`src/rtl/tcam_pkg.sv`:
```
// Shared types, constants and helpers of the triggered CSMA-ALOHA MAC.
// Depends on nothing; the testbench imports it, and the RTL files but tcam_pkt_ram use scoped names.
package tcam_pkg;

  // Packet queue geometry
  localparam int QUEUE_DEPTH = 16;
  localparam int QDEPTH_W    = $clog2(QUEUE_DEPTH);
  localparam int FILL_W      = $clog2(QUEUE_DEPTH + 1);

  // Field widths
  localparam int MODE_W   = 3;
  localparam int HANDLE_W = 16;
  localparam int LEN_W    = 12;
  localparam int TXLEN_W  = 13;
  localparam int ADDR_W   = 8;
  localparam int DRAW_W   = 16;
  localparam int TICKS_W  = 16;
  localparam int LISTEN_W = 17;
  localparam int DROP_W   = 2;
  localparam int NSTATE_W = 3;
  localparam int COUNT_W  = 5;
  localparam int QLIM_W   = 5;
  localparam int CIDX_W   = 3;
  localparam int CDATA_W  = 16;
  localparam int ENTRY_W  = HANDLE_W + LEN_W;

  // Event codes
  typedef enum logic [MODE_W-1:0] {
    MODE_TICK     = 3'd0,
    MODE_SUBMIT   = 3'd1,
    MODE_RX_START = 3'd2,
    MODE_RX_END   = 3'd3,
    MODE_TX_END   = 3'd4
  } mode_e;

  // Drop codes
  typedef enum logic [DROP_W-1:0] {
    DROP_NONE    = 2'd0,
    DROP_FULL    = 2'd1,
    DROP_CORRUPT = 2'd2
  } drop_e;

  // Configuration register indexes
  typedef enum logic [CIDX_W-1:0] {
    REG_NODE_ADDR     = 3'd0,
    REG_BCAST_ADDR    = 3'd1,
    REG_HEADER_BYTES  = 3'd2,
    REG_QUEUE_LIMIT   = 3'd3,
    REG_LISTEN_WINDOW = 3'd4,
    REG_LISTEN_BASE   = 3'd5,
    REG_TX_WINDOW     = 3'd6
  } cfg_reg_e;

  // Node state, one-hot
  typedef enum logic [4:0] {
    ST_IDLE      = 5'b00001,
    ST_LISTEN    = 5'b00010,
    ST_RX_IDLE   = 5'b00100,
    ST_RX_LISTEN = 5'b01000,
    ST_TX        = 5'b10000
  } ctrl_state_e;

  // Backoff phase, one-hot
  typedef enum logic [2:0] {
    PH_STOPPED = 3'b001,
    PH_RUNNING = 3'b010,
    PH_EXPIRED = 3'b100
  } phase_e;

  // Reported node state codes
  localparam logic [NSTATE_W-1:0] NS_IDLE      = 3'd0;
  localparam logic [NSTATE_W-1:0] NS_LISTEN    = 3'd1;
  localparam logic [NSTATE_W-1:0] NS_RX_IDLE   = 3'd2;
  localparam logic [NSTATE_W-1:0] NS_RX_LISTEN = 3'd3;
  localparam logic [NSTATE_W-1:0] NS_TX        = 3'd4;

  // One accepted input event
  typedef struct packed {
    mode_e               mode;
    logic [HANDLE_W-1:0] pkt_handle;
    logic [LEN_W-1:0]    pkt_length;
    logic                rx_error;
    logic [ADDR_W-1:0]   rx_dest_addr;
    logic                rx_is_trigger;
    logic [DRAW_W-1:0]   random_draw;
  } in_item_t;

  // Configuration write
  typedef struct packed {
    logic               we;
    logic [CIDX_W-1:0]  idx;
    logic [CDATA_W-1:0] data;
  } cfg_wr_t;

  // Control part of a result, known when the event is accepted
  typedef struct packed {
    logic                tx_start;
    drop_e               drop_code;
    logic [NSTATE_W-1:0] node_state;
    logic                tx_permitted;
    logic [COUNT_W-1:0]  queue_count;
  } rsp_info_t;

  // Queue memory write request
  typedef struct packed {
    logic                we;
    logic [QDEPTH_W-1:0] addr;
    logic [ENTRY_W-1:0]  data;
  } ram_wr_t;

  // Complete result
  typedef struct packed {
    logic                tx_start;
    logic [HANDLE_W-1:0] tx_handle;
    logic [TXLEN_W-1:0]  tx_length;
    drop_e               drop_code;
    logic [NSTATE_W-1:0] node_state;
    logic                tx_permitted;
    logic [COUNT_W-1:0]  queue_count;
  } out_item_t;

  // Advance a queue pointer with wrap at the queue depth
  function automatic logic [QDEPTH_W-1:0] next_ptr(input logic [QDEPTH_W-1:0] p);
    logic [QDEPTH_W-1:0] n;
    n = (p == QDEPTH_W'(QUEUE_DEPTH - 1)) ? '0 : p + QDEPTH_W'(1);
    return n;
  endfunction

  // Map the one-hot state onto its reported code
  function automatic logic [NSTATE_W-1:0] state_code(input ctrl_state_e s);
    logic [NSTATE_W-1:0] c;
    case (s)
      ST_IDLE:      c = NS_IDLE;
      ST_LISTEN:    c = NS_LISTEN;
      ST_RX_IDLE:   c = NS_RX_IDLE;
      ST_RX_LISTEN: c = NS_RX_LISTEN;
      ST_TX:        c = NS_TX;
      default:      c = NS_IDLE;
    endcase
    return c;
  endfunction

endpackage

```
`src/rtl/tcam_if.sv`:
```
// Valid/ready channel interfaces of the triggered CSMA-ALOHA MAC:
// event input, result output and configuration write. Uses tcam_pkg.
interface tcam_in_if;
  logic                          valid;
  logic                          ready;
  logic [tcam_pkg::MODE_W-1:0]   mode;
  logic [tcam_pkg::HANDLE_W-1:0] pkt_handle;
  logic [tcam_pkg::LEN_W-1:0]    pkt_length;
  logic                          rx_error;
  logic [tcam_pkg::ADDR_W-1:0]   rx_dest_addr;
  logic                          rx_is_trigger;
  logic [tcam_pkg::DRAW_W-1:0]   random_draw;

  modport source (output valid, mode, pkt_handle, pkt_length, rx_error, rx_dest_addr,
                  rx_is_trigger, random_draw, input ready);
  modport sink (input valid, mode, pkt_handle, pkt_length, rx_error, rx_dest_addr,
                rx_is_trigger, random_draw, output ready);
endinterface

interface tcam_out_if;
  logic                          valid;
  logic                          ready;
  logic                          tx_start;
  logic [tcam_pkg::HANDLE_W-1:0] tx_handle;
  logic [tcam_pkg::TXLEN_W-1:0]  tx_length;
  logic [tcam_pkg::DROP_W-1:0]   drop_code;
  logic [tcam_pkg::NSTATE_W-1:0] node_state;
  logic                          tx_permitted;
  logic [tcam_pkg::COUNT_W-1:0]  queue_count;

  modport source (output valid, tx_start, tx_handle, tx_length, drop_code, node_state,
                  tx_permitted, queue_count, input ready);
  modport sink (input valid, tx_start, tx_handle, tx_length, drop_code, node_state,
                tx_permitted, queue_count, output ready);
endinterface

interface tcam_cfg_if;
  logic                         valid;
  logic                         ready;
  logic [tcam_pkg::CIDX_W-1:0]  index;
  logic [tcam_pkg::CDATA_W-1:0] data;

  modport source (output valid, index, data, input ready);
  modport sink (input valid, index, data, output ready);
endinterface

```
`src/rtl/triggered_csma_aloha_mac_top.sv`:
```
// Top level of the triggered CSMA-ALOHA MAC, node side.
// Depends on tcam_pkg, tcam_if, tcam_pkt_ram, tcam_ctrl and tcam_resp.
//
// Usage:
//   in_i  carries one MAC event per transfer: tick, packet submit, rx start,
//         rx end (with error, destination and trigger flags) or tx end.
//   out_o returns exactly one result per event: tx start with descriptor and
//         length, drop code, node state, window flag and queue count.
//   cfg_i writes one of the seven configuration registers per transfer; it is
//         always ready and is meant to be used while no event is in flight.
// Timing:
//   An event is accepted in every cycle the pipeline can move. The accepting
//   edge also registers the queue RAM read of the head descriptor into the
//   read stage; the output register loads from the read stage once it is free
//   or being taken, and out_o.valid rises as it loads.
//   Sustained throughput is one event per cycle while out_o.ready stays high.
// Reset:
//   rst_ni clears node state, counters, queue pointers and configuration to
//   their defaults; queue RAM contents are not cleared and need no sweep.
// Stalls:
//   With out_o.ready low the output register holds its result; one more event
//   may be accepted into the read stage, after which in_i.ready drops.
module triggered_csma_aloha_mac_top (
  input  logic   clk_i,
  input  logic   rst_ni,
  tcam_in_if.sink    in_i,
  tcam_out_if.source out_o,
  tcam_cfg_if.sink   cfg_i
);

  tcam_pkg::in_item_t            item;
  tcam_pkg::cfg_wr_t             cfg_wr;
  tcam_pkg::ram_wr_t             ram_wr;
  tcam_pkg::rsp_info_t           info;
  tcam_pkg::out_item_t           res;
  logic [tcam_pkg::QDEPTH_W-1:0] ram_raddr;
  logic [tcam_pkg::ENTRY_W-1:0]  ram_rdata;
  logic [tcam_pkg::ADDR_W-1:0]   hdr;
  logic                          in_ready;
  logic                          in_acc;

  // Unpack the channels
  always_comb begin
    item.mode          = tcam_pkg::mode_e'(in_i.mode);
    item.pkt_handle    = in_i.pkt_handle;
    item.pkt_length    = in_i.pkt_length;
    item.rx_error      = in_i.rx_error;
    item.rx_dest_addr  = in_i.rx_dest_addr;
    item.rx_is_trigger = in_i.rx_is_trigger;
    item.random_draw   = in_i.random_draw;
    cfg_wr.we          = cfg_i.valid;
    cfg_wr.idx         = cfg_i.index;
    cfg_wr.data        = cfg_i.data;
  end

  assign cfg_i.ready = 1'b1;
  assign in_i.ready  = in_ready;
  assign in_acc      = in_i.valid && in_ready;

  tcam_ctrl u_ctrl (
    .clk_i       (clk_i),
    .rst_ni      (rst_ni),
    .acc_i       (in_acc),
    .item_i      (item),
    .cfg_i       (cfg_wr),
    .ram_wr_o    (ram_wr),
    .ram_raddr_o (ram_raddr),
    .info_o      (info),
    .hdr_o       (hdr)
  );

  tcam_pkt_ram #(
    .DEPTH (tcam_pkg::QUEUE_DEPTH),
    .WIDTH (tcam_pkg::ENTRY_W)
  ) u_ram (
    .clk_i   (clk_i),
    .we_i    (ram_wr.we),
    .waddr_i (ram_wr.addr),
    .wdata_i (ram_wr.data),
    .re_i    (in_acc),
    .raddr_i (ram_raddr),
    .rdata_o (ram_rdata)
  );

  tcam_resp u_resp (
    .clk_i       (clk_i),
    .rst_ni      (rst_ni),
    .acc_i       (in_acc),
    .info_i      (info),
    .rdata_i     (ram_rdata),
    .hdr_i       (hdr),
    .in_ready_o  (in_ready),
    .out_valid_o (out_o.valid),
    .out_ready_i (out_o.ready),
    .out_o       (res)
  );

  // Pack the result channel
  always_comb begin
    out_o.tx_start     = res.tx_start;
    out_o.tx_handle    = res.tx_handle;
    out_o.tx_length    = res.tx_length;
    out_o.drop_code    = res.drop_code;
    out_o.node_state   = res.node_state;
    out_o.tx_permitted = res.tx_permitted;
    out_o.queue_count  = res.queue_count;
  end

endmodule

```
`src/rtl/tcam_pkt_ram.sv`:
```
// Generic single-write, single-read synchronous RAM with registered read data.
// Holds the queued packet descriptors; no dependencies.
module tcam_pkt_ram #(
  parameter int DEPTH = 16,
  parameter int WIDTH = 28
) (
  input  logic                     clk_i,
  input  logic                     we_i,
  input  logic [$clog2(DEPTH)-1:0] waddr_i,
  input  logic [WIDTH-1:0]         wdata_i,
  input  logic                     re_i,
  input  logic [$clog2(DEPTH)-1:0] raddr_i,
  output logic [WIDTH-1:0]         rdata_o
);

  logic [WIDTH-1:0] mem_q [DEPTH];
  logic [WIDTH-1:0] rdata_q;

  // Write port
  always_ff @(posedge clk_i) begin
    if (we_i) begin
      mem_q[waddr_i] <= wdata_i;
    end
  end

  // Read port, registered when re_i is high
  always_ff @(posedge clk_i) begin
    if (re_i) begin
      rdata_q <= mem_q[raddr_i];
    end
  end

  assign rdata_o = rdata_q;

endmodule

```
`src/rtl/tcam_ctrl.sv`:
```
// MAC controller: configuration registers, node state, backoff and window
// counters, queue pointers. Drives the queue RAM write and read address. Uses tcam_pkg.
module tcam_ctrl (
  input  logic                          clk_i,
  input  logic                          rst_ni,
  input  logic                          acc_i,
  input  tcam_pkg::in_item_t            item_i,
  input  tcam_pkg::cfg_wr_t             cfg_i,
  output tcam_pkg::ram_wr_t             ram_wr_o,
  output logic [tcam_pkg::QDEPTH_W-1:0] ram_raddr_o,
  output tcam_pkg::rsp_info_t           info_o,
  output logic [tcam_pkg::ADDR_W-1:0]   hdr_o
);

  // Configuration registers
  logic [tcam_pkg::ADDR_W-1:0]  node_addr_q;
  logic [tcam_pkg::ADDR_W-1:0]  bcast_addr_q;
  logic [tcam_pkg::ADDR_W-1:0]  header_bytes_q;
  logic [tcam_pkg::QLIM_W-1:0]  queue_limit_q;
  logic [tcam_pkg::TICKS_W-1:0] listen_window_q;
  logic [tcam_pkg::TICKS_W-1:0] listen_base_q;
  logic [tcam_pkg::TICKS_W-1:0] tx_window_q;

  // Control state
  tcam_pkg::ctrl_state_e         state_q, state_d;
  tcam_pkg::phase_e              phase_q, phase_d;
  logic [tcam_pkg::LISTEN_W-1:0] listen_left_q, listen_left_d;
  logic [tcam_pkg::TICKS_W-1:0]  window_left_q, window_left_d;
  logic                          tx_open_q, tx_open_d;
  logic [tcam_pkg::QDEPTH_W-1:0] head_q, head_d;
  logic [tcam_pkg::QDEPTH_W-1:0] tail_q, tail_d;
  logic [tcam_pkg::FILL_W-1:0]   fill_q, fill_d;

  logic                          send;
  tcam_pkg::drop_e               drop;
  logic                          do_listen;
  logic                          full;
  logic                          mine;
  logic                          open_trig;
  logic [tcam_pkg::FILL_W-1:0]   cap;
  logic [2*tcam_pkg::TICKS_W-1:0] prod;
  logic [tcam_pkg::LISTEN_W-1:0] backoff;

  // Write configuration registers
  always_ff @(posedge clk_i or negedge rst_ni) begin
    if (!rst_ni) begin
      node_addr_q     <= tcam_pkg::ADDR_W'(1);
      bcast_addr_q    <= tcam_pkg::ADDR_W'(255);
      header_bytes_q  <= '0;
      queue_limit_q   <= '0;
      listen_window_q <= '0;
      listen_base_q   <= '0;
      tx_window_q     <= tcam_pkg::TICKS_W'(1);
    end else if (cfg_i.we) begin
      case (cfg_i.idx)
        tcam_pkg::REG_NODE_ADDR:     node_addr_q     <= cfg_i.data[tcam_pkg::ADDR_W-1:0];
        tcam_pkg::REG_BCAST_ADDR:    bcast_addr_q    <= cfg_i.data[tcam_pkg::ADDR_W-1:0];
        tcam_pkg::REG_HEADER_BYTES:  header_bytes_q  <= cfg_i.data[tcam_pkg::ADDR_W-1:0];
        tcam_pkg::REG_QUEUE_LIMIT:   queue_limit_q   <= cfg_i.data[tcam_pkg::QLIM_W-1:0];
        tcam_pkg::REG_LISTEN_WINDOW: listen_window_q <= cfg_i.data;
        tcam_pkg::REG_LISTEN_BASE:   listen_base_q   <= cfg_i.data;
        tcam_pkg::REG_TX_WINDOW:     tx_window_q     <= cfg_i.data;
        default: ;
      endcase
    end
  end

  // Backoff length, capacity and destination match
  always_comb begin
    prod    = (2*tcam_pkg::TICKS_W)'(listen_window_q) * (2*tcam_pkg::TICKS_W)'(item_i.random_draw);
    backoff = tcam_pkg::LISTEN_W'(listen_base_q)
            + tcam_pkg::LISTEN_W'(prod[2*tcam_pkg::TICKS_W-1:tcam_pkg::TICKS_W]);
    cap = (queue_limit_q == '0 || 32'(queue_limit_q) > tcam_pkg::QUEUE_DEPTH)
        ? tcam_pkg::FILL_W'(tcam_pkg::QUEUE_DEPTH) : tcam_pkg::FILL_W'(queue_limit_q);
    full      = (fill_q >= cap);
    mine      = (item_i.rx_dest_addr == node_addr_q) || (item_i.rx_dest_addr == bcast_addr_q);
    open_trig = !item_i.rx_error && mine && item_i.rx_is_trigger && !tx_open_q;
  end

  // Process one event
  always_comb begin
    state_d       = state_q;
    phase_d       = phase_q;
    listen_left_d = listen_left_q;
    window_left_d = window_left_q;
    tx_open_d     = tx_open_q;
    head_d        = head_q;
    tail_d        = tail_q;
    fill_d        = fill_q;
    send          = 1'b0;
    drop          = tcam_pkg::DROP_NONE;
    do_listen     = 1'b0;
    ram_wr_o      = '0;
    if (acc_i) begin
      case (item_i.mode)
        tcam_pkg::MODE_TICK: begin
          // Listen countdown first, then the window countdown
          if (phase_q == tcam_pkg::PH_RUNNING) begin
            if (listen_left_q <= tcam_pkg::LISTEN_W'(1)) begin
              listen_left_d = '0;
              phase_d       = tcam_pkg::PH_EXPIRED;
              if (state_q == tcam_pkg::ST_LISTEN && tx_open_q) begin
                if (fill_q == '0) begin
                  phase_d = tcam_pkg::PH_STOPPED;
                  state_d = tcam_pkg::ST_IDLE;
                end else begin
                  send    = 1'b1;
                  head_d  = tcam_pkg::next_ptr(head_q);
                  fill_d  = fill_q - tcam_pkg::FILL_W'(1);
                  state_d = tcam_pkg::ST_TX;
                end
              end
            end else begin
              listen_left_d = listen_left_q - tcam_pkg::LISTEN_W'(1);
            end
          end
          if (tx_open_q) begin
            if (window_left_q <= tcam_pkg::TICKS_W'(1)) begin
              window_left_d = '0;
              tx_open_d     = 1'b0;
            end else begin
              window_left_d = window_left_q - tcam_pkg::TICKS_W'(1);
            end
          end
        end
        tcam_pkg::MODE_SUBMIT: begin
          if (full) begin
            drop = tcam_pkg::DROP_FULL;
          end else begin
            ram_wr_o.we   = 1'b1;
            ram_wr_o.addr = tail_q;
            ram_wr_o.data = {item_i.pkt_handle, item_i.pkt_length};
            tail_d        = tcam_pkg::next_ptr(tail_q);
            fill_d        = fill_q + tcam_pkg::FILL_W'(1);
            do_listen     = (state_q == tcam_pkg::ST_IDLE);
          end
        end
        tcam_pkg::MODE_RX_START: begin
          if (state_q == tcam_pkg::ST_IDLE) begin
            state_d = tcam_pkg::ST_RX_IDLE;
          end else if (state_q == tcam_pkg::ST_LISTEN) begin
            state_d = tcam_pkg::ST_RX_LISTEN;
          end
        end
        tcam_pkg::MODE_RX_END: begin
          if (item_i.rx_error) begin
            drop = tcam_pkg::DROP_CORRUPT;
          end
          if (open_trig) begin
            tx_open_d     = 1'b1;
            window_left_d = tx_window_q;
          end
          if (state_q == tcam_pkg::ST_RX_IDLE || state_q == tcam_pkg::ST_RX_LISTEN) begin
            if (open_trig && fill_q != '0) begin
              do_listen = 1'b1;
            end else if (state_q == tcam_pkg::ST_RX_IDLE) begin
              // Foreign frame from rx idle: go idle, relisten if allowed
              phase_d   = tcam_pkg::PH_STOPPED;
              state_d   = tcam_pkg::ST_IDLE;
              do_listen = tx_open_d && fill_q != '0;
            end else if (phase_q == tcam_pkg::PH_RUNNING) begin
              state_d = tcam_pkg::ST_LISTEN;
            end else begin
              do_listen = 1'b1;
            end
          end
        end
        tcam_pkg::MODE_TX_END: begin
          if (state_q == tcam_pkg::ST_TX) begin
            phase_d   = tcam_pkg::PH_STOPPED;
            state_d   = tcam_pkg::ST_IDLE;
            do_listen = tx_open_q && fill_q != '0;
          end
        end
        default: ;
      endcase
      // Start a fresh backoff
      if (do_listen) begin
        state_d       = tcam_pkg::ST_LISTEN;
        listen_left_d = backoff;
        phase_d       = tcam_pkg::PH_RUNNING;
      end
    end
  end

  // Hold control state
  always_ff @(posedge clk_i or negedge rst_ni) begin
    if (!rst_ni) begin
      state_q       <= tcam_pkg::ST_IDLE;
      phase_q       <= tcam_pkg::PH_STOPPED;
      listen_left_q <= '0;
      window_left_q <= '0;
      tx_open_q     <= 1'b0;
      head_q        <= '0;
      tail_q        <= '0;
      fill_q        <= '0;
    end else begin
      state_q       <= state_d;
      phase_q       <= phase_d;
      listen_left_q <= listen_left_d;
      window_left_q <= window_left_d;
      tx_open_q     <= tx_open_d;
      head_q        <= head_d;
      tail_q        <= tail_d;
      fill_q        <= fill_d;
    end
  end

  // Result control fields, taken after the event
  always_comb begin
    info_o.tx_start     = send;
    info_o.drop_code    = drop;
    info_o.node_state   = tcam_pkg::state_code(state_d);
    info_o.tx_permitted = tx_open_d;
    info_o.queue_count  = tcam_pkg::COUNT_W'(fill_d);
  end

  assign ram_raddr_o = head_q;
  assign hdr_o       = header_bytes_q;

  // Checks
  a_fill_bound: assert property (@(posedge clk_i) disable iff (!rst_ni)
    fill_q <= tcam_pkg::FILL_W'(tcam_pkg::QUEUE_DEPTH))
    else $error("queue fill beyond depth");
  a_send_legal: assert property (@(posedge clk_i) disable iff (!rst_ni)
    send |-> (tx_open_q && fill_q != '0 && state_q == tcam_pkg::ST_LISTEN))
    else $error("transmission started without permission or packet");
  a_tx_phase: assert property (@(posedge clk_i) disable iff (!rst_ni)
    (state_q == tcam_pkg::ST_TX) |-> (phase_q == tcam_pkg::PH_EXPIRED))
    else $error("backoff running while transmitting");
  a_expired_zero: assert property (@(posedge clk_i) disable iff (!rst_ni)
    (phase_q == tcam_pkg::PH_EXPIRED) |-> (listen_left_q == '0))
    else $error("expired backoff with ticks left");

endmodule

```
`src/rtl/tcam_resp.sv`:
```
// Result pipeline: a stage that waits for the queue RAM read data, then an
// output register toward the result channel. Uses tcam_pkg.
module tcam_resp (
  input  logic                         clk_i,
  input  logic                         rst_ni,
  input  logic                         acc_i,
  input  tcam_pkg::rsp_info_t          info_i,
  input  logic [tcam_pkg::ENTRY_W-1:0] rdata_i,
  input  logic [tcam_pkg::ADDR_W-1:0]  hdr_i,
  output logic                         in_ready_o,
  output logic                         out_valid_o,
  input  logic                         out_ready_i,
  output tcam_pkg::out_item_t          out_o
);

  logic                s1_v_q, s1_v_d;
  tcam_pkg::rsp_info_t s1_q;
  logic                out_v_q, out_v_d;
  tcam_pkg::out_item_t out_q, out_d;
  logic                s1_adv;

  // Stage 1 moves on whenever the output register is free or being taken
  assign s1_adv     = s1_v_q && (!out_v_q || out_ready_i);
  assign in_ready_o = !s1_v_q || s1_adv;
  assign s1_v_d     = acc_i || (s1_v_q && !s1_adv);
  assign out_v_d    = s1_adv || (out_v_q && !out_ready_i);

  // Merge control fields with the descriptor read from the queue
  always_comb begin
    out_d.tx_start     = s1_q.tx_start;
    out_d.tx_handle    = '0;
    out_d.tx_length    = '0;
    out_d.drop_code    = s1_q.drop_code;
    out_d.node_state   = s1_q.node_state;
    out_d.tx_permitted = s1_q.tx_permitted;
    out_d.queue_count  = s1_q.queue_count;
    if (s1_q.tx_start) begin
      out_d.tx_handle = rdata_i[tcam_pkg::ENTRY_W-1:tcam_pkg::LEN_W];
      out_d.tx_length = tcam_pkg::TXLEN_W'(rdata_i[tcam_pkg::LEN_W-1:0])
                      + tcam_pkg::TXLEN_W'(hdr_i);
    end
  end

  // Valid flags
  always_ff @(posedge clk_i or negedge rst_ni) begin
    if (!rst_ni) begin
      s1_v_q  <= 1'b0;
      out_v_q <= 1'b0;
    end else begin
      s1_v_q  <= s1_v_d;
      out_v_q <= out_v_d;
    end
  end

  // Payload registers
  always_ff @(posedge clk_i) begin
    if (acc_i) begin
      s1_q <= info_i;
    end
    if (s1_adv) begin
      out_q <= out_d;
    end
  end

  assign out_valid_o = out_v_q;
  assign out_o       = out_q;

endmodule

```
`src/flat_wrapper.sv`:
```
// flat-port wrapper written by rule: the top's interface ports become plain ports
module triggered_csma_aloha_mac_top_flat 
  (clk_i, rst_ni, in_i_valid, in_i_mode, in_i_pkt_handle, in_i_pkt_length, in_i_rx_error, in_i_rx_dest_addr, in_i_rx_is_trigger, in_i_random_draw, in_i_ready, out_o_valid, out_o_tx_start, out_o_tx_handle, out_o_tx_length, out_o_drop_code, out_o_node_state, out_o_tx_permitted, out_o_queue_count, out_o_ready, cfg_i_valid, cfg_i_index, cfg_i_data, cfg_i_ready);
  tcam_in_if in_i_i ();
  tcam_out_if out_o_i ();
  tcam_cfg_if cfg_i_i ();
  input  logic clk_i;
  input  logic rst_ni;
  input wire logic [$bits(in_i_i.valid)-1:0] in_i_valid;
  input wire logic [$bits(in_i_i.mode)-1:0] in_i_mode;
  input wire logic [$bits(in_i_i.pkt_handle)-1:0] in_i_pkt_handle;
  input wire logic [$bits(in_i_i.pkt_length)-1:0] in_i_pkt_length;
  input wire logic [$bits(in_i_i.rx_error)-1:0] in_i_rx_error;
  input wire logic [$bits(in_i_i.rx_dest_addr)-1:0] in_i_rx_dest_addr;
  input wire logic [$bits(in_i_i.rx_is_trigger)-1:0] in_i_rx_is_trigger;
  input wire logic [$bits(in_i_i.random_draw)-1:0] in_i_random_draw;
  output wire logic [$bits(in_i_i.ready)-1:0] in_i_ready;
  output wire logic [$bits(out_o_i.valid)-1:0] out_o_valid;
  output wire logic [$bits(out_o_i.tx_start)-1:0] out_o_tx_start;
  output wire logic [$bits(out_o_i.tx_handle)-1:0] out_o_tx_handle;
  output wire logic [$bits(out_o_i.tx_length)-1:0] out_o_tx_length;
  output wire logic [$bits(out_o_i.drop_code)-1:0] out_o_drop_code;
  output wire logic [$bits(out_o_i.node_state)-1:0] out_o_node_state;
  output wire logic [$bits(out_o_i.tx_permitted)-1:0] out_o_tx_permitted;
  output wire logic [$bits(out_o_i.queue_count)-1:0] out_o_queue_count;
  input wire logic [$bits(out_o_i.ready)-1:0] out_o_ready;
  input wire logic [$bits(cfg_i_i.valid)-1:0] cfg_i_valid;
  input wire logic [$bits(cfg_i_i.index)-1:0] cfg_i_index;
  input wire logic [$bits(cfg_i_i.data)-1:0] cfg_i_data;
  output wire logic [$bits(cfg_i_i.ready)-1:0] cfg_i_ready;
  assign in_i_i.valid = in_i_valid;
  assign in_i_i.mode = in_i_mode;
  assign in_i_i.pkt_handle = in_i_pkt_handle;
  assign in_i_i.pkt_length = in_i_pkt_length;
  assign in_i_i.rx_error = in_i_rx_error;
  assign in_i_i.rx_dest_addr = in_i_rx_dest_addr;
  assign in_i_i.rx_is_trigger = in_i_rx_is_trigger;
  assign in_i_i.random_draw = in_i_random_draw;
  assign in_i_ready = in_i_i.ready;
  assign out_o_valid = out_o_i.valid;
  assign out_o_tx_start = out_o_i.tx_start;
  assign out_o_tx_handle = out_o_i.tx_handle;
  assign out_o_tx_length = out_o_i.tx_length;
  assign out_o_drop_code = out_o_i.drop_code;
  assign out_o_node_state = out_o_i.node_state;
  assign out_o_tx_permitted = out_o_i.tx_permitted;
  assign out_o_queue_count = out_o_i.queue_count;
  assign out_o_i.ready = out_o_ready;
  assign cfg_i_i.valid = cfg_i_valid;
  assign cfg_i_i.index = cfg_i_index;
  assign cfg_i_i.data = cfg_i_data;
  assign cfg_i_ready = cfg_i_i.ready;
  triggered_csma_aloha_mac_top u_core (.clk_i(clk_i), .rst_ni(rst_ni), .in_i(in_i_i), .out_o(out_o_i), .cfg_i(cfg_i_i));
endmodule
```
`config.mk`:
```
export PLATFORM = sky130hd
export DESIGN_NAME = triggered_csma_aloha_mac_top_flat
export DESIGN_NICKNAME = d
export VERILOG_FILES = /design/src/rtl/tcam_pkg.sv /design/src/rtl/tcam_if.sv /design/src/rtl/triggered_csma_aloha_mac_top.sv /design/src/rtl/tcam_pkt_ram.sv /design/src/rtl/tcam_ctrl.sv /design/src/rtl/tcam_resp.sv /design/src/flat_wrapper.sv
export SDC_FILE = /design/constraint.sdc
export NUM_CORES = 1
export LEC_CHECK = 0
export ABC_AREA = 1
export BUFFER_PORTS_ARGS = -buffer_cell sky130_fd_sc_hd__buf_2
export CAP_MARGIN = 20
export CORE_UTILIZATION = 45
export CTS_BUF_LIST = sky130_fd_sc_hd__clkbuf_4
export DETAILED_ROUTE_END_ITERATION = 8
export SLEW_MARGIN = 5
export SYNTH_ARGS = -nofsm -noshare
export SYNTH_HDL_FRONTEND = slang
export SYNTH_SLANG_ARGS = --single-unit
```
`constraint.sdc`:
```
create_clock -name clk_i -period 8.95 [get_ports clk_i]
set_input_delay 1.3425 -clock clk_i [delete_from_list [all_inputs] [get_ports clk_i]]
set_output_delay 1.3425 -clock clk_i [all_outputs]
set_load 0.01 [all_outputs]
```
==> results of run 1 <==
-- kinds of logic after synthesis --
family | count (synthesis) | share of synthesized area (%)
adder cells (fa/ha/maj) | 335 | 15.2
AND/OR/NAND/NOR | 1237 | 13.6
AO/OA/AOI/OAI | 557 | 9.18
XOR/XNOR | 67 | 1.58
flip-flops | 663 | 51.8
other | 1 | 0.0101
multiplexers | 43 | 1.16
buffers and inverters | 724 | 7.44
-- sequential cells by signal (all words and copies together) (netlist names), 4 cells and up --
name	count
u_core.u_resp.out_o	41
u_core.u_ctrl.ram_raddr_o	4
u_core.u_ctrl.listen_left_q	17
u_core.u_ctrl.node_addr_q	8
u_core.u_ctrl.state_q	5
u_core.u_ram.rdata_o	28
u_core.u_ctrl.tail_q	4
u_core.u_ram.mem_q	448
u_core.u_ctrl.queue_limit_q	5
u_core.u_ctrl.hdr_o	8
u_core.u_ctrl.listen_base_q	16
u_core.u_ctrl.window_left_q	16
u_core.u_ctrl.listen_window_q	16
u_core.u_ctrl.tx_window_q	16
u_core.u_resp.out_d	12
u_core.u_ctrl.fill_q	5
u_core.u_ctrl.bcast_addr_q	8
-- per-layer routing --
| metal | part of all wire [%] | up-vias | global-route usage (%) | wire [µm] |
|---|---|---|---|---|
| li1 | - | 12418 | - | - |
| met1 | 46 | 12751 | 31.4 | 42600 |
| met2 | 47 | 745 | 36.1 | 43600 |
| met3 | 5.8 | 123 | 4.05 | 5390 |
| met4 | 1.8 | 0 | 6.74 | 1660 |
| met5 | 0 | - | 0 | 0 |
-- critical path: cells and delay by family (launching register included) --
family | cells | cell delay, ns
AO/OA/AOI/OAI | 10 | 1.60
XOR/XNOR | 1 | 0.17
flip-flops | 1 | 0.91
adder cells (fa/ha/maj) | 9 | 3.99
buffers and inverters | 5 | 0.26
AND/OR/NAND/NOR | 6 | 0.58
-- synthesized netlist by cell type (all sizes together) (2+ instances only) --
master,n
nand2,642
clkbuf,149
nand4,14
o211ai,17
or2,3
o31ai,2
o21a,8
o221ai,46
o2111ai,2
nand3b,3
dfrtp,122
a21oi,111
a21boi,2
nand3,101
o21bai,3
nor2,443
fa,195
nor3,22
dfstp,12
a31oi,12
nor4,7
xnor2,32
ha,140
a21o,3
o32ai,69
o21ai,270
mux2i,43
edfxtp,529
buf,26
inv,548
xor2,35
o22ai,8
-- metrics by stage --
stage,area (µm²),power [W],utilization (%),std cells
after floorplan,37200,0.0108,-,3627
after global placement,38900,0.0132,47.5,4684
after detailed placement,38900,0.0132,47.5,4684
after CTS,40900,0.0158,49.9,4954
after global routing,40900,0.0172,50.0,4958
final,40900,0.0157,50.0,4959
-- final cells by class --
type | instances | area share, %
sequential | 663 | 47.1
multi-input combinational | 2240 | 37.3
inverter | 549 | 5.05
clock buffer | 232 | 4.26
tap | 1070 | 3.27
timing repair buffer | 164 | 2.34
clock inverter | 38 | 0.636
antenna | 3 | 0.0183
-- layout by cell type, fill, tap and decap left out, drive strengths merged, types with 3 or more instances in the layout --
master	count
a21oi	111
dfrtp	122
diode	3
nor2	443
o21bai	3
clkbuf	232
o221ai	46
o211ai	17
nand4	14
a21o	3
ha	140
fa	195
nand2	642
o21a	8
o32ai	69
o21ai	270
inv	555
clkinv	28
or2	3
xnor2	32
a31oi	12
nor3	22
mux2i	43
nand3b	3
o22ai	8
edfxtp	529
buf	164
nand3	101
xor2	35
nor4	7
dfstp	12
-- power groups by stage --
stage	Clock [W]	Combinational, W	Sequential (W)
floorplan	0	0.00715	0.00369
global placement	0	0.00943	0.00379
detailed placement	0	0.00945	0.00379
CTS	0.00254	0.00953	0.00373
global route	0.00269	0.0107	0.00376
finish	0.00248	0.00943	0.00373
-- worst max path at each step --
| stage | start | endpoint | slack (ns) | depth (start not counted) |
|---|---|---|---|---|
| 6_report | u_core.u_ctrl.listen_window_q[8]$_DFFE_PN0P_ | u_core.u_ctrl.listen_left_q[12]$_DFFE_PN0P_ | 1.31 | 31 |
| 3_3_place_gp | in_i_random_draw[1] | u_core.u_ctrl.listen_left_q[12]$_DFFE_PN0P_ | 0.73 | 33 |
| 5_1_grt | u_core.u_ctrl.listen_window_q[10]$_DFFE_PN0P_ | u_core.u_ctrl.listen_left_q[12]$_DFFE_PN0P_ | 0.78 | 31 |
| 4_1_cts | u_core.u_ctrl.listen_window_q[10]$_DFFE_PN0P_ | u_core.u_ctrl.listen_left_q[12]$_DFFE_PN0P_ | 1.34 | 31 |
| 3_5_place_dp | in_i_random_draw[1] | u_core.u_ctrl.listen_left_q[12]$_DFFE_PN0P_ | 0.65 | 32 |
| 2_1_floorplan | in_i_random_draw[8] | u_core.u_ctrl.listen_left_q[12]$_DFFE_PN0P_ | 1.05 | 36 |
==> out/summary.txt, run 1 <==
status - finished, final reports clean
hold slack final - 0.324 ns
Synth area leaders - edfxtp_1 (43%), fa_1 (11%), dfrtp_1 (8.2%), nand2_1 (6.4%), inv_1 (5.3%)
pin count of the biggest net entering global routing - 110
reg2reg end - u_core.u_ctrl.listen_left_q[12]$_DFFE_PN0P_
synthesized area per cell - 10.2 µm²
max cap viols - 0
top-area cell type share of the netlist area - 42.8%
Synth Cell Area - 0.0372 mm²
die width - 289 µm
EDFF count, synth - 529
Top FF cell, synth - edfxtp_1
RSZ-0062 raised after global routing - false
Reg power frac - 23.9%
Yosys top cell by area - edfxtp_1
Crit. End Element - register
Worst Reg2Reg Path Length in Cells - 31
PortBufs - 123
Initial DRC Count - 1869
Worst path most repeated cell - fa_1
combinational power share - 60.3%
Fill cells - 7587
HP Class - in2async
Sw Share - 47.1%
clock period minus worst slack - 7.64 ns
TritonCTS clock tree - yes
period utilisation layout - 85.4%
Int Power - 0.00828 W
Yosys reg bits - 663
sequential area share after synthesis - 51.8%
Worst-Margin Slew - 1.03 ns
total grt overflow - 0
Critical Path RT - 9.87 ns
worst rel slew slack - 31.1%
Routed WL - 93200 µm
ratio of cells with drive above 1 in the final layout - 13.3%
slowest stage delay, CP - 0.91 ns
hold_buf cts - 0
Post-CTS Setup Inserts - 0
RR Startpoint - u_core.u_ctrl.listen_window_q[8]$_DFFE_PN0P_
clock share of power - 15.9%
vias in the first global route - 25.2k
CTS clk-pin slew, worst paths - 0.08 ns
Slew Viols, Final - 0
post-route ant nets - 0
dpl hpwl - 58100 µm
routed vias/inst - 5.25
nets - 4199
row count - 105
Area Growth Syn to Fin - 10.1%
PostCTS Resize Cnt - 0
startpoint types - register
Net Count, Synth - 4043
Synth Warn # - 0
Post-Syn Instances - 3627
die area - 0.0837 mm²
final worst slack - 1.31 ns
# DRC - 0
Sequential cell area - 0.0193 mm²
worst-path fanout max - 17
Starting Density - 45.4%
CTS Sinks - 663
clk_lat worst skew - 1.04 ns
core area - 0.0818 mm²
Crit-path slowest cell - dfrtp_1
initial antenna violation count - 3
Pwr Density - 382 mW/mm²
Setup Skew - 0.0741 ns
reg-to-reg slack, setup - 1.31 ns
Wirelength per Cell - 18.8 µm
peak supply drop - 817 µV
fraction of registers with async set/reset - 20.2%
Finish-stage setup viols - 0
All-Layer GR Usage - 22.6%
Die H - 289 µm
Synth cell types - 63
Placer Congestion - 0.896
Critical Path AT - 8.56 ns
kind of critical path - reg2reg
first-pass GRT wire length - 143000 µm
Place WS - 0.651 ns
CTS H-tree depth - 4
fmax - 131 MHz
Leakage - 17.8 nW
drt pass-1 iters - 5
Final Hold Violating Endpoints - 0
Multi-input gate area - 0.0153 mm²
Setup TNS - 0 ns
DR vias - 26.0k
number of I/O pins - 125
cts bufs inserted - 165
CTS max path bufs - 3
switching power - 0.00737 W
CTS Root Cell - clkbuf_4
(Power assumes the default switching activity.)
==> run 2, diff against run 1 <==
Settings changed: REMOVE_ABC_BUFFERS from default to 1.
==> run 2 against run 1 <==
Effect of this change:
- flip-flop and latch count is the same
- combinational power grew 2%
- power grew 1.6%
- first-iteration DRC count shrank 3.7%
- clock-buffer cell count grew 8
- setup slack gained 0.014 ns
- sequential share of layout area shrank 0.16 points
- sequential power is essentially flat
- global-route usage grew 0.42 points
- largest cell class unchanged
- largest power group unchanged
- highest routed layer unchanged
==> out/summary.txt, run 2 (synthesized netlist as in run 1, its figures left out) <==
Setup Skew - 0.0692 ns
hold slack final - 0.396 ns
die width - 289 µm
post-route ant nets - 0
Leakage - 17.9 nW
row count - 105
peak supply drop - 646 µV
die area - 0.0837 mm²
Starting Density - 45.4%
routed vias/inst - 5.21
Largest Register - u_core.u_ram.mem_q
Crit-path slowest cell - dfrtp_1
Routed WL - 93300 µm
DR vias - 25.9k
Initial DRC Count - 1800
Final Cell Area - 0.0411 mm²
Slew Viols, Final - 0
initial antenna violation count - 2
CTS max path bufs - 3
CTS H-tree depth - 4
Place WS - 0.581 ns
Area after DPL - 0.0388 mm²
Wirelength per Cell - 18.7 µm
TritonCTS clock tree - yes
status - finished, final reports clean
period utilisation layout - 85.2%
nets - 4203
kind of critical path - reg2reg
final worst slack - 1.32 ns
fmax - 131 MHz
pin count of the biggest net entering global routing - 188
All-Layer GR Usage - 23.0%
Post-CTS Setup Inserts - 0
CTS clk-pin slew, worst paths - 0.08 ns
cts bufs inserted - 173
Finish-stage setup viols - 0
Area Growth Syn to Fin - 10.5%
CTS Sinks - 663
Critical Path AT - 8.56 ns
Placer Congestion - 0.906
vias in the first global route - 25.7k
drt pass-1 iters - 6
commonest cells after routing, fill and taps aside - nand2_1 (632), edfxtp_1 (529), inv_1 (526), nor2_1 (412), o21ai_0 (257)
dpl hpwl - 59300 µm
number of I/O pins - 125
first-pass GRT wire length - 146000 µm
CTS Root Cell - clkbuf_4
core area - 0.0818 mm²
PostCTS Resize Cnt - 0
Die H - 289 µm
clk_lat worst skew - 1.04 ns
commonest non-fill, non-tap cell in the layout - nand2_1
Crit. End Element - register
RSZ-0062 raised after global routing - false
Worst-Margin Slew - 1.04 ns
worst-path fanout max - 17
# DRC - 0
PortBufs - 123
Pwr Density - 387 mW/mm²
worst rel slew slack - 30.3%
Final Hold Violating Endpoints - 0
slowest stage delay, CP - 0.84 ns
post-layout util - 50.2%
startpoint types - register
clock period minus worst slack - 7.63 ns
max reg flops - 448
max cap viols - 0
HP Class - in2async
ratio of cells with drive above 1 in the final layout - 13.6%
total grt overflow - 0
Critical Path RT - 9.89 ns
hold_buf cts - 0
Tot Pwr - 0.0159 W
run 2: changes by cell type in the layout (fill, tap and decap cells not counted), sizes merged:
cell,delta
clkinvlp,-1
diode,+4
clkbuf,+8
clkinv,+17
bufinv,-2
buf,-4
run 2: per-layer routing:
metal,global-route usage (%),routed length (µm)
met1,30.1,40100
met2,37.8,45200
met5,0,0
met4,8.57,2740
met3,4.49,5280
run 2: final timing paths:
| kind | start | endpoint | slack, ns | cells after the start |
|---|---|---|---|---|
| hold / removal | rst_ni | u_core.u_ctrl.tx_window_q[9]$_DFFE_PN0P_ | 0.40 | 1 |
| max in group asynchronous | rst_ni | u_core.u_ctrl.ram_raddr_o[0]$_DFFE_PN0P_ | 7.19 | 2 |
| setup / recovery | u_core.u_ctrl.listen_window_q[6]$_DFFE_PN0P_ | u_core.u_ctrl.listen_left_q[12]$_DFFE_PN0P_ | 1.32 | 33 |
| hold reg to reg | u_core.u_resp.out_d[1]$_DFFE_PP_ | u_core.u_resp.out_o[1]$_DFFE_PP_ | 0.42 | 0 |
| setup reg to reg | u_core.u_ctrl.listen_window_q[6]$_DFFE_PN0P_ | u_core.u_ctrl.listen_left_q[12]$_DFFE_PN0P_ | 1.32 | 33 |
| min in group clk_i | u_core.u_resp.out_d[1]$_DFFE_PP_ | u_core.u_resp.out_o[1]$_DFFE_PP_ | 0.42 | 0 |
run 2: power breakdown:
part | switching [W] | internal (W) | total [W]
clock network | 0.00130 | 0.00127 | 0.00257
logic | 0.00605 | 0.00356 | 0.00961
registers | 0.000212 | 0.00352 | 0.00373
run 2: through the flow:
stage / std cells / setup TNS, ns
2_1_floorplan: 3452 / -9.76
3_3_place_gp: 4680 / 0
3_5_place_dp: 4680 / 0
4_1_cts: 4972 / 0
5_1_grt: 4981 / 0
6_report: 4981 / 0
run 2: critical path: cells and delay by family, from the launching register on:
kind | cells | cell delay (ns)
AO/OA/AOI/OAI | 10 | 1.62
XOR/XNOR | 1 | 0.18
adder cells (fa/ha/maj) | 9 | 3.92
buffers and inverters | 7 | 0.39
flip-flops | 1 | 0.84
AND/OR/NAND/NOR | 6 | 0.57
run 2: area by class of cell:
class / count / area, µm²
sequential: 663 / 19300
timing repair buffer: 160 / 932
antenna: 7 / 17.5
tap: 1070 / 1340
multi-input combinational: 2240 / 15300
fill: 7522 / 40800
inverter: 549 / 2070
clock inverter: 52 / 350
clock buffer: 240 / 1800
==> run 3, diff against run 2 <==
Settings changed: CORE_ASPECT_RATIO from default to 1.25.
==> run 3 against run 2 <==
Effect of this change:
- die area about the same
- clock skew about the same
- routed wire length up 2.4%
- register-to-register slack about the same
- setup slack worse by 0.0047 ns
- via count up 0.93%
- worst hold slack better by 0.0023 ns
- sequential share of layout area down 0.18 points
- flip-flop and latch count unchanged
==> out/summary.txt, run 3 (synthesized netlist as in run 1, its figures left out) <==
status - finished, final reports clean
Sw Share - 46.9%
first-pass GRT wire length - 149000 µm
CTS max path bufs - 3
dpl cells - 4687
cts bufs inserted - 172
die area - 0.0837 mm²
Critical Path RT - 9.86 ns
Setup TNS - 0 ns
slowest stage delay, CP - 0.91 ns
CTS Root Cell - clkbuf_4
PortBufs - 123
startpoint types - register
combinational power share - 60.1%
nets - 4211
# DRC - 0
initial antenna violation count - 2
core area - 0.0815 mm²
clock share of power - 16.5%
Starting Density - 45.6%
Wirelength per Cell - 19.1 µm
dpl hpwl - 62800 µm
CTS clk-pin slew, worst paths - 0.06 ns
vias in the first global route - 26.5k
clk_lat worst skew - 1.01 ns
Area Growth Syn to Fin - 10.9%
Initial DRC Count - 1698
DR vias - 26.2k
Area after DPL - 0.0389 mm²
max reg flops - 448
hold_buf cts - 0
clock period minus worst slack - 7.63 ns
drt pass-1 iters - 7
commonest non-fill, non-tap cell in the layout - nand2_1
max cap viols - 0
fin cells - 4989
Slew Viols, Final - 0
Reg power frac - 23.4%
RSZ-0062 raised after global routing - false
Worst-Margin Slew - 1.04 ns
All-Layer GR Usage - 23.5%
post-layout util - 50.5%
worst-path fanout max - 17
period utilisation layout - 85.3%
HP Class - reg2reg
row count - 117
kind of critical path - reg2reg
Crit. End Element - register
Finish-stage setup viols - 0
ratio of cells with drive above 1 in the final layout - 13.8%
worst rel slew slack - 30.6%
Pwr Density - 387 mW/mm²
peak supply drop - 625 µV
total grt overflow - 0
Post-CTS Setup Inserts - 0
switching power - 0.00748 W
CTS H-tree depth - 4
Final Hold Violating Endpoints - 0
Setup Skew - 0.0695 ns
Leakage - 18.0 nW
Final Cell Area - 0.0412 mm²
PostCTS Resize Cnt - 0
Crit-path slowest cell - dfrtp_1
Int Power - 0.00848 W
die width - 259 µm
Largest Register - u_core.u_ram.mem_q
Die H - 323 µm
crit path buf inv count - 7
Placer Congestion - 0.897
pin count of the biggest net entering global routing - 110
Critical Path AT - 8.54 ns
routed vias/inst - 5.25
CTS Sinks - 663
TritonCTS clock tree - yes
CP top delay family - adder cells
Routed WL - 95500 µm
fmax - 131 MHz
commonest cells after routing, fill and taps aside - nand2_1 (632), edfxtp_1 (529), inv_1 (526), nor2_1 (412), o21ai_0 (257)
post-route ant nets - 0
number of I/O pins - 125
[run 3: cell types whose count changed in the layout (fill, tap and decap cells not counted), sizes merged]
cell,previous run,this run
inv,555,553
clkbuf,240,247
bufinv,0,4
buf,160,169
clkinv,45,39
diode,7,2
[run 3: final cells by class]
class                      instances  area, µm²
fill                            7574      40300
clock inverter                    48        359
multi-input combinational       2240      15300
inverter                         549       2070
timing repair buffer             169       1040
antenna                            2       5.00
sequential                       663      19300
tap                             1071       1340
clock buffer                     247       1850
[run 3: metrics by stage]
step	power, W	setup slack (ns)	hold WS, ns
2_1_floorplan	0.0108	-0.374	0.400
3_3_place_gp	0.0134	0.670	0.404
3_5_place_dp	0.0134	0.563	0.409
4_1_cts	0.0162	1.32	0.328
5_1_grt	0.0177	0.715	0.378
6_report	0.0160	1.32	0.398
[run 3: worst paths after layout]
| path | cells past startpoint | to | slack (ns) | from |
|---|---|---|---|---|
| max in group asynchronous | 2 | u_core.u_ctrl.listen_window_q[6]$_DFFE_PN0P_ | 7.22 | rst_ni |
| worst max-delay path | 33 | u_core.u_ctrl.listen_left_q[12]$_DFFE_PN0P_ | 1.32 | u_core.u_ctrl.listen_window_q[5]$_DFFE_PN0P_ |
| worst max register to register | 33 | u_core.u_ctrl.listen_left_q[12]$_DFFE_PN0P_ | 1.32 | u_core.u_ctrl.listen_window_q[5]$_DFFE_PN0P_ |
| worst min register to register | 0 | u_core.u_resp.out_o[7]$_DFFE_PP_ | 0.40 | u_core.u_resp.out_d[7]$_DFFE_PP_ |
| worst min-delay path | 0 | u_core.u_resp.out_o[7]$_DFFE_PP_ | 0.40 | u_core.u_resp.out_d[7]$_DFFE_PP_ |
| min in group asynchronous | 1 | u_core.u_ctrl.node_addr_q[3]$_DFFE_PN0P_ | 0.41 | rst_ni |
[run 3: metal layers]
metal	vias up	global-route usage (%)	share of wire, %
li1	12471	-	-
met1	12872	28.5	41
met2	664	41.7	51
met3	180	3.53	4.5
met4	0	9.56	3.3
met5	-	0	0
[run 3: power by group through the flow]
stage | Clock (W) | Combinational [W] | Sequential, W
CTS | 0.00272 | 0.00975 | 0.00373
finish | 0.00263 | 0.00960 | 0.00373
detailed placement | 0 | 0.00964 | 0.00379
floorplan | 0 | 0.00708 | 0.00373
global placement | 0 | 0.00961 | 0.00379
global route | 0.00286 | 0.0111 | 0.00375
